### config.mk
export PLATFORM = sky130hd
export DESIGN_NAME = plid_cell
export DESIGN_NICKNAME = d
export VERILOG_FILES = /design/src/plid_pkg.sv /design/src/plid_cell.sv
export SDC_FILE = /design/constraint.sdc
export NUM_CORES = 1
export LEC_CHECK = 0
export BUFFER_PORTS_ARGS = -buffer_cell sky130_fd_sc_hd__buf_2
export CORE_MARGIN = 2
export CORE_UTILIZATION = 40
export DETAILED_ROUTE_END_ITERATION = 10
export PLACE_DENSITY = 0.9
export SYNTH_ARGS = -nofsm -noshare
export SYNTH_HDL_FRONTEND = slang
export SYNTH_SLANG_ARGS = --single-unit
### constraint.sdc
create_clock -name clk -period 2.1 [get_ports clk]
set_input_delay 0.105 -clock clk [delete_from_list [all_inputs] [get_ports clk]]
set_output_delay 0.105 -clock clk [all_outputs]
set_load 0.02 [all_outputs]
### src/plid_pkg.sv
`default_nettype none
// ----------------------------------------------------------------------------
// plid_pkg: shared types and codes for the positional insert/delete list
// Holds the request codes, status codes, word width and the command that the
// top level broadcasts to every entry cell.
// ----------------------------------------------------------------------------
package plid_pkg;

  localparam int DATA_W    = 32;
  localparam int KIND_W    = 3;
  localparam int POS_W     = 7;
  localparam int STATUS_W  = 2;
  localparam int COUNT_W   = 7;
  localparam int DEPTH_DEF = 64;

  // request kinds
  typedef enum logic [KIND_W-1:0] {
    OP_CLEAR     = 3'd0,
    OP_APPEND    = 3'd1,
    OP_READ      = 3'd2,
    OP_INSERT    = 3'd3,
    OP_OVERWRITE = 3'd4,
    OP_DELETE    = 3'd5
  } kind_t;

  // result status
  typedef enum logic [STATUS_W-1:0] {
    ST_OK     = 2'd0,
    ST_BADPOS = 2'd1,
    ST_FULL   = 2'd2
  } status_t;

  // per-cycle cell command
  typedef enum logic [1:0] {
    CM_HOLD   = 2'd0,
    CM_WRITE  = 2'd1,
    CM_INSERT = 2'd2,
    CM_DELETE = 2'd3
  } mode_t;

  typedef struct packed {
    mode_t             mode;
    logic [DATA_W-1:0] word;
  } ctl_t;

endpackage

`default_nettype wire

### src/plid_cell.sv
`default_nettype none
// ----------------------------------------------------------------------------
// plid_cell: one entry of the list
// Holds one word; on a command it loads the new word, takes its lower
// neighbor (insert shift) or its upper neighbor (delete shift), else holds.
// ----------------------------------------------------------------------------
module plid_cell #(
  parameter int IDX = 0,
  parameter int IW  = 6
) (
  input  wire                        clk,
  input  plid_pkg::ctl_t             ctl,
  input  wire [IW-1:0]               target,
  input  wire [plid_pkg::DATA_W-1:0] lower_word,
  input  wire [plid_pkg::DATA_W-1:0] upper_word,
  output logic [plid_pkg::DATA_W-1:0] word,
  output logic [plid_pkg::DATA_W-1:0] hit_word
);
  import plid_pkg::*;

  logic hit;
  logic above;

  assign hit      = (target == IW'(IDX));
  assign above    = (IW'(IDX) > target);
  assign hit_word = hit ? word : '0;

  // entry update, no reset: contents are undefined until written
  always_ff @(posedge clk) begin
    case (ctl.mode)
      CM_WRITE: begin
        if (hit) word <= ctl.word;
      end
      CM_INSERT: begin
        if (hit) word <= ctl.word;
        else if (above) word <= lower_word;
      end
      CM_DELETE: begin
        if (hit || above) word <= upper_word;
      end
      default: begin
      end
    endcase
  end

endmodule

`default_nettype wire

==> results by stage <==
Cells and area:
- The flip-flop count of the largest register after layout is 32.
- The number of filler cells placed in the layout is 523.
- The largest registers in the layout are word (32).
- After the last flow step, the layout net total stands at 488.
- The layout cell share with drive strength beyond 1 is 0.567.
- Compared with the post-synthesis result, the final layout area differs by 37.3%.
- The repair_antennas step left the layout with diodes totalling 0.
- word holds more flip-flops than any other register.

STA:
- Counting I/O delays and the setup requirement, the final critical path takes 1.52 ns.
- The final-report hold violation count is 0.
- The post-route setup TNS is 0 ns.
- The ratio of final minimum period to clock period is 0.725.
- Setup violations remaining at the end of the flow were counted as 0.
- Measured against its own limit, the worst slew margin works out to 0.571.
- For the pin with the worst max-slew slack, the measured transition is 0.627 ns.
- The final number of max-transition violations came to 0.
- Based on the critical path, the design can be clocked at up to 657 MHz.
- Setup repair after global routing left no endpoint under its margin.

Worst setup path:
- STA classifies the critical path startpoint as an input pin.
- The signal on the critical path passes through buf_2 > nor4_4 > buf_12 > a21o_4 > a221oi_2.
- The largest single stage delay on the critical path is 0.51 ns.
- Data on the critical path is required at its endpoint by 2.09 ns.
- For this design, the slowest cell found on the critical path is sky130_fd_sc_hd__a21o_4.
- For the worst setup path, the data arrival time is 1.51 ns.
- Among cell families on the critical path, the largest total delay comes from compound AO/OA/AOI/OAI gates.
- The startpoint of the worst setup timing path is target[0].
- The critical setup path kind is input pin to flop.
- The number of buffers and inverters on the critical path is 2.
- The maximum fanout count along the critical path is 66.
- The kind of end point of the critical path is a flop.

Drt:
- The post-route antenna net violation count is 0.
- The ratio of routed vias to standard cells is 5.49.
- For this block, the initial DRC count from the detailed router was 100.
- After detailed routing, the average wire length per cell comes to 15.7 um.
- The number of remaining DRC errors is 0.
- The first detailed-routing pass took 7 iterations.
- After detailed routing, the total wire length is 7.19 mm.
- The overall via count from detail_route is 2515.

Logic synthesis:
- Ranked by instance count, the synthesized netlist is headed by 33 x sky130_fd_sc_hd__inv_1, 32 x sky130_fd_sc_hd__and3_1, 32 x sky130_fd_sc_hd__edfxtp_1, 32 x sky130_fd_sc_hd__nor2b_1, 30 x sky130_fd_sc_hd__a221oi_2.
- Of the total synthesized cell area, the portion taken by full adders, half adders and majority gates is 0.
- The most used flip-flop cell after synthesis is sky130_fd_sc_hd__edfxtp_1.
- The simple-gate share of the synthesized area is 0.174.
- The sequential area share after synthesis is 0.388.
- Of the post-synthesis cell area, the dominant cell type holds 0.388.
- The leading cell type by number of instances after synthesis is sky130_fd_sc_hd__inv_1.
- The biggest area consumer among synthesized cells is sky130_fd_sc_hd__edfxtp_1.
- Of the post-synthesis cell area, the part taken by muxes is 0.
- By area, the combinational part of the netlist is dominated by compound AO/OA/AOI/OAI gates.
- The number of flops mapped to enable cells by yosys is 32.
- Counting every instance in the synthesized netlist gives 229.
- In this run, synthesis produced a sequential element count of 32.
- After synthesis the cells add up to 2480 um2.
- A synthesized cell averages 10.8 um2.
- The fraction of synthesized cell area in xor and xnor cells is 0.
- The number of nets in the synthesized netlist is 334.
- The async set-reset flop share out of synthesis is 0.
- The compound-cell area share of the yosys netlist is 0.314.
- The Yosys step of the flow raised 0 warnings.
- The synthesized netlist contains 16 unique library cells.
- Ranked by total cell area, the synthesized netlist is headed by sky130_fd_sc_hd__edfxtp_1 39%, sky130_fd_sc_hd__a221oi_2 18%, sky130_fd_sc_hd__a2111oi_0 9.9%, sky130_fd_sc_hd__and3_1 8.1%, sky130_fd_sc_hd__nor2b_1 8.1%.

Power and ir drop:
- Total power for the finished layout comes to 0.00150 W.
- The fraction of power consumed by combinational cells is 0.236.
- The analysis attributes to net switching a power of 0.000392 W.
- The sequential share of power is 0.479.
- The power density over the cells is 442 nW/um2.
- The switching fraction of total power is 0.261.
- The internal cell power is 0.00111 W.
- The share of power burned in the clock network is 0.285.
- The cell leakage power is 1.69 nW.
- The maximum ir drop on the vdd rail is 218 uV.

Placement:
- The placed wire-length estimate after detailed placement is 5.34 mm.
- Port buffering added 168 buffers.
- Routability-driven placement finished with a final weighted congestion of 0.748.

Outcome:
- The flow ran to the end, and the final reports show no timing, DRC or antenna violations.

Clocking:
- TritonCTS built the clock tree.
- The clock sink count is 32.
- Clock-pin slew was measured on the worst setup and hold paths at 0.07 ns.
- The number of hold buffers added after cts is 0.
- The number of H-tree branching levels is 2.
- Counting the buffers created by CTS gives 5.
- The CTS root buffer is sky130_fd_sc_hd__clkbuf_8.
- After clock tree synthesis, the setup repair step added 0 buffers.
- In this run, post-CTS repair resized a total of 0 instances.
- The longest clock path from root to sink contains 2 buffers.

Die:
- In this run the vertical extent of the chip is 82.7 um.
- The I/O pin count is 169.
- The core box area is 5960 um2.
- For this configuration, the core starts out at a cell density of 0.416.
- In this run the core area contains 28 standard-cell rows.
- From left edge to right edge, the die measures 82.7 um.
- The die covers 6840 um2.

Global route:
- The first-pass GRT wire length is 11.0 mm.
- The number of global-route vias before repair is 2365.
- The initial antenna violation count is 0.
- The global route total overflow is 0.
- Entering global routing, the biggest net connects 67 pins.
- For this run, the total global-route usage over all layers was measured as 0.209.

Worst hold path:
- The worst hold path begins at ctl[17].
- The worst hold path class is input pin to flop.

Job:
- Max-cap violations in this run came to 0.
layout by cell type (no fill, tap or decap):
master                      Yosys  routed
sky130_fd_sc_hd__buf_2          6     168
sky130_fd_sc_hd__inv_1         33      33
sky130_fd_sc_hd__nor2b_1       32      32
sky130_fd_sc_hd__and3_1        32      32
sky130_fd_sc_hd__edfxtp_1      32      32
sky130_fd_sc_hd__a221oi_2      30      30
sky130_fd_sc_hd__a2111oi_0     28      28
sky130_fd_sc_hd__buf_4          0       9
sky130_fd_sc_hd__clkbuf_8       0       5
sky130_fd_sc_hd__a2111oi_1      4       4
sky130_fd_sc_hd__a221oi_1       2       2
sky130_fd_sc_hd__nor4_4         1       1
sky130_fd_sc_hd__nor3_1         1       1
sky130_fd_sc_hd__a21o_4         1       1
sky130_fd_sc_hd__nor2_4         0       1
sky130_fd_sc_hd__o211a_1        1       1
sky130_fd_sc_hd__clkbuf_1      17       1
sky130_fd_sc_hd__clkinv_2       0       1
sky130_fd_sc_hd__buf_12         0       1
worst paths after layout:
check / slack [ns] / cells past startpoint / endpoint
worst max-delay path: 0.58 / 5 / word[4]
worst min-delay path: 0.20 / 3 / word[17]
logic make-up (layout without fill, tap and decap cells):
kind of cell / after synthesis / after routing
DFF: 32 / 32
buffers and inverters: 64 / 218
AOI/OAI and AO/OA: 66 / 66
and+or+nand+nor: 67 / 67
power groups by stage:
| stage | Combinational [W] | Clock (W) | Sequential (W) |
|---|---|---|---|
| floorplan | 0.000209 | 0 | 0.000741 |
| global placement | 0.000343 | 0 | 0.000734 |
| finish | 0.000355 | 0.000428 | 0.000721 |
| CTS | 0.000356 | 0.000439 | 0.000720 |
| global route | 0.000392 | 0.000470 | 0.000721 |
| detailed placement | 0.000356 | 0 | 0.000734 |
routing by layer:
layer,global-route usage,up-vias,share of wire
li1,-,1215,-
met1,0.264,1171,0.41
met2,0.358,121,0.51
met3,0.0315,8,0.073
met4,0.0803,0,0.013
met5,0,-,0
area by class of cell:
| class | count | area [um2] | share of cell area |
|---|---|---|---|
| clock inverter | 1 | 5.00 | 0.00147 |
| clock buffer | 6 | 72.6 | 0.0213 |
| tap | 75 | 93.8 | 0.0276 |
| multi-input combinational | 133 | 1220 | 0.358 |
| inverter | 33 | 124 | 0.0364 |
| sequential | 32 | 961 | 0.283 |
| timing repair buffer | 178 | 928 | 0.273 |
through the flow:
step | area [um2] | hold WS, ns | cells | setup WS (ns) | util
after global placement | 3320 | 0.482 | 451 | 0.337 | 0.558
after floorplan | 2480 | 0.371 | 229 | 0.179 | -
after CTS | 3400 | 0.192 | 458 | 0.565 | 0.571
final | 3400 | 0.198 | 458 | 0.577 | 0.571
after detailed placement | 3320 | 0.485 | 451 | 0.265 | 0.558
after global routing | 3400 | 0.194 | 458 | 0.472 | 0.571
No activity file was read; power rests on OpenSTA's default activity.
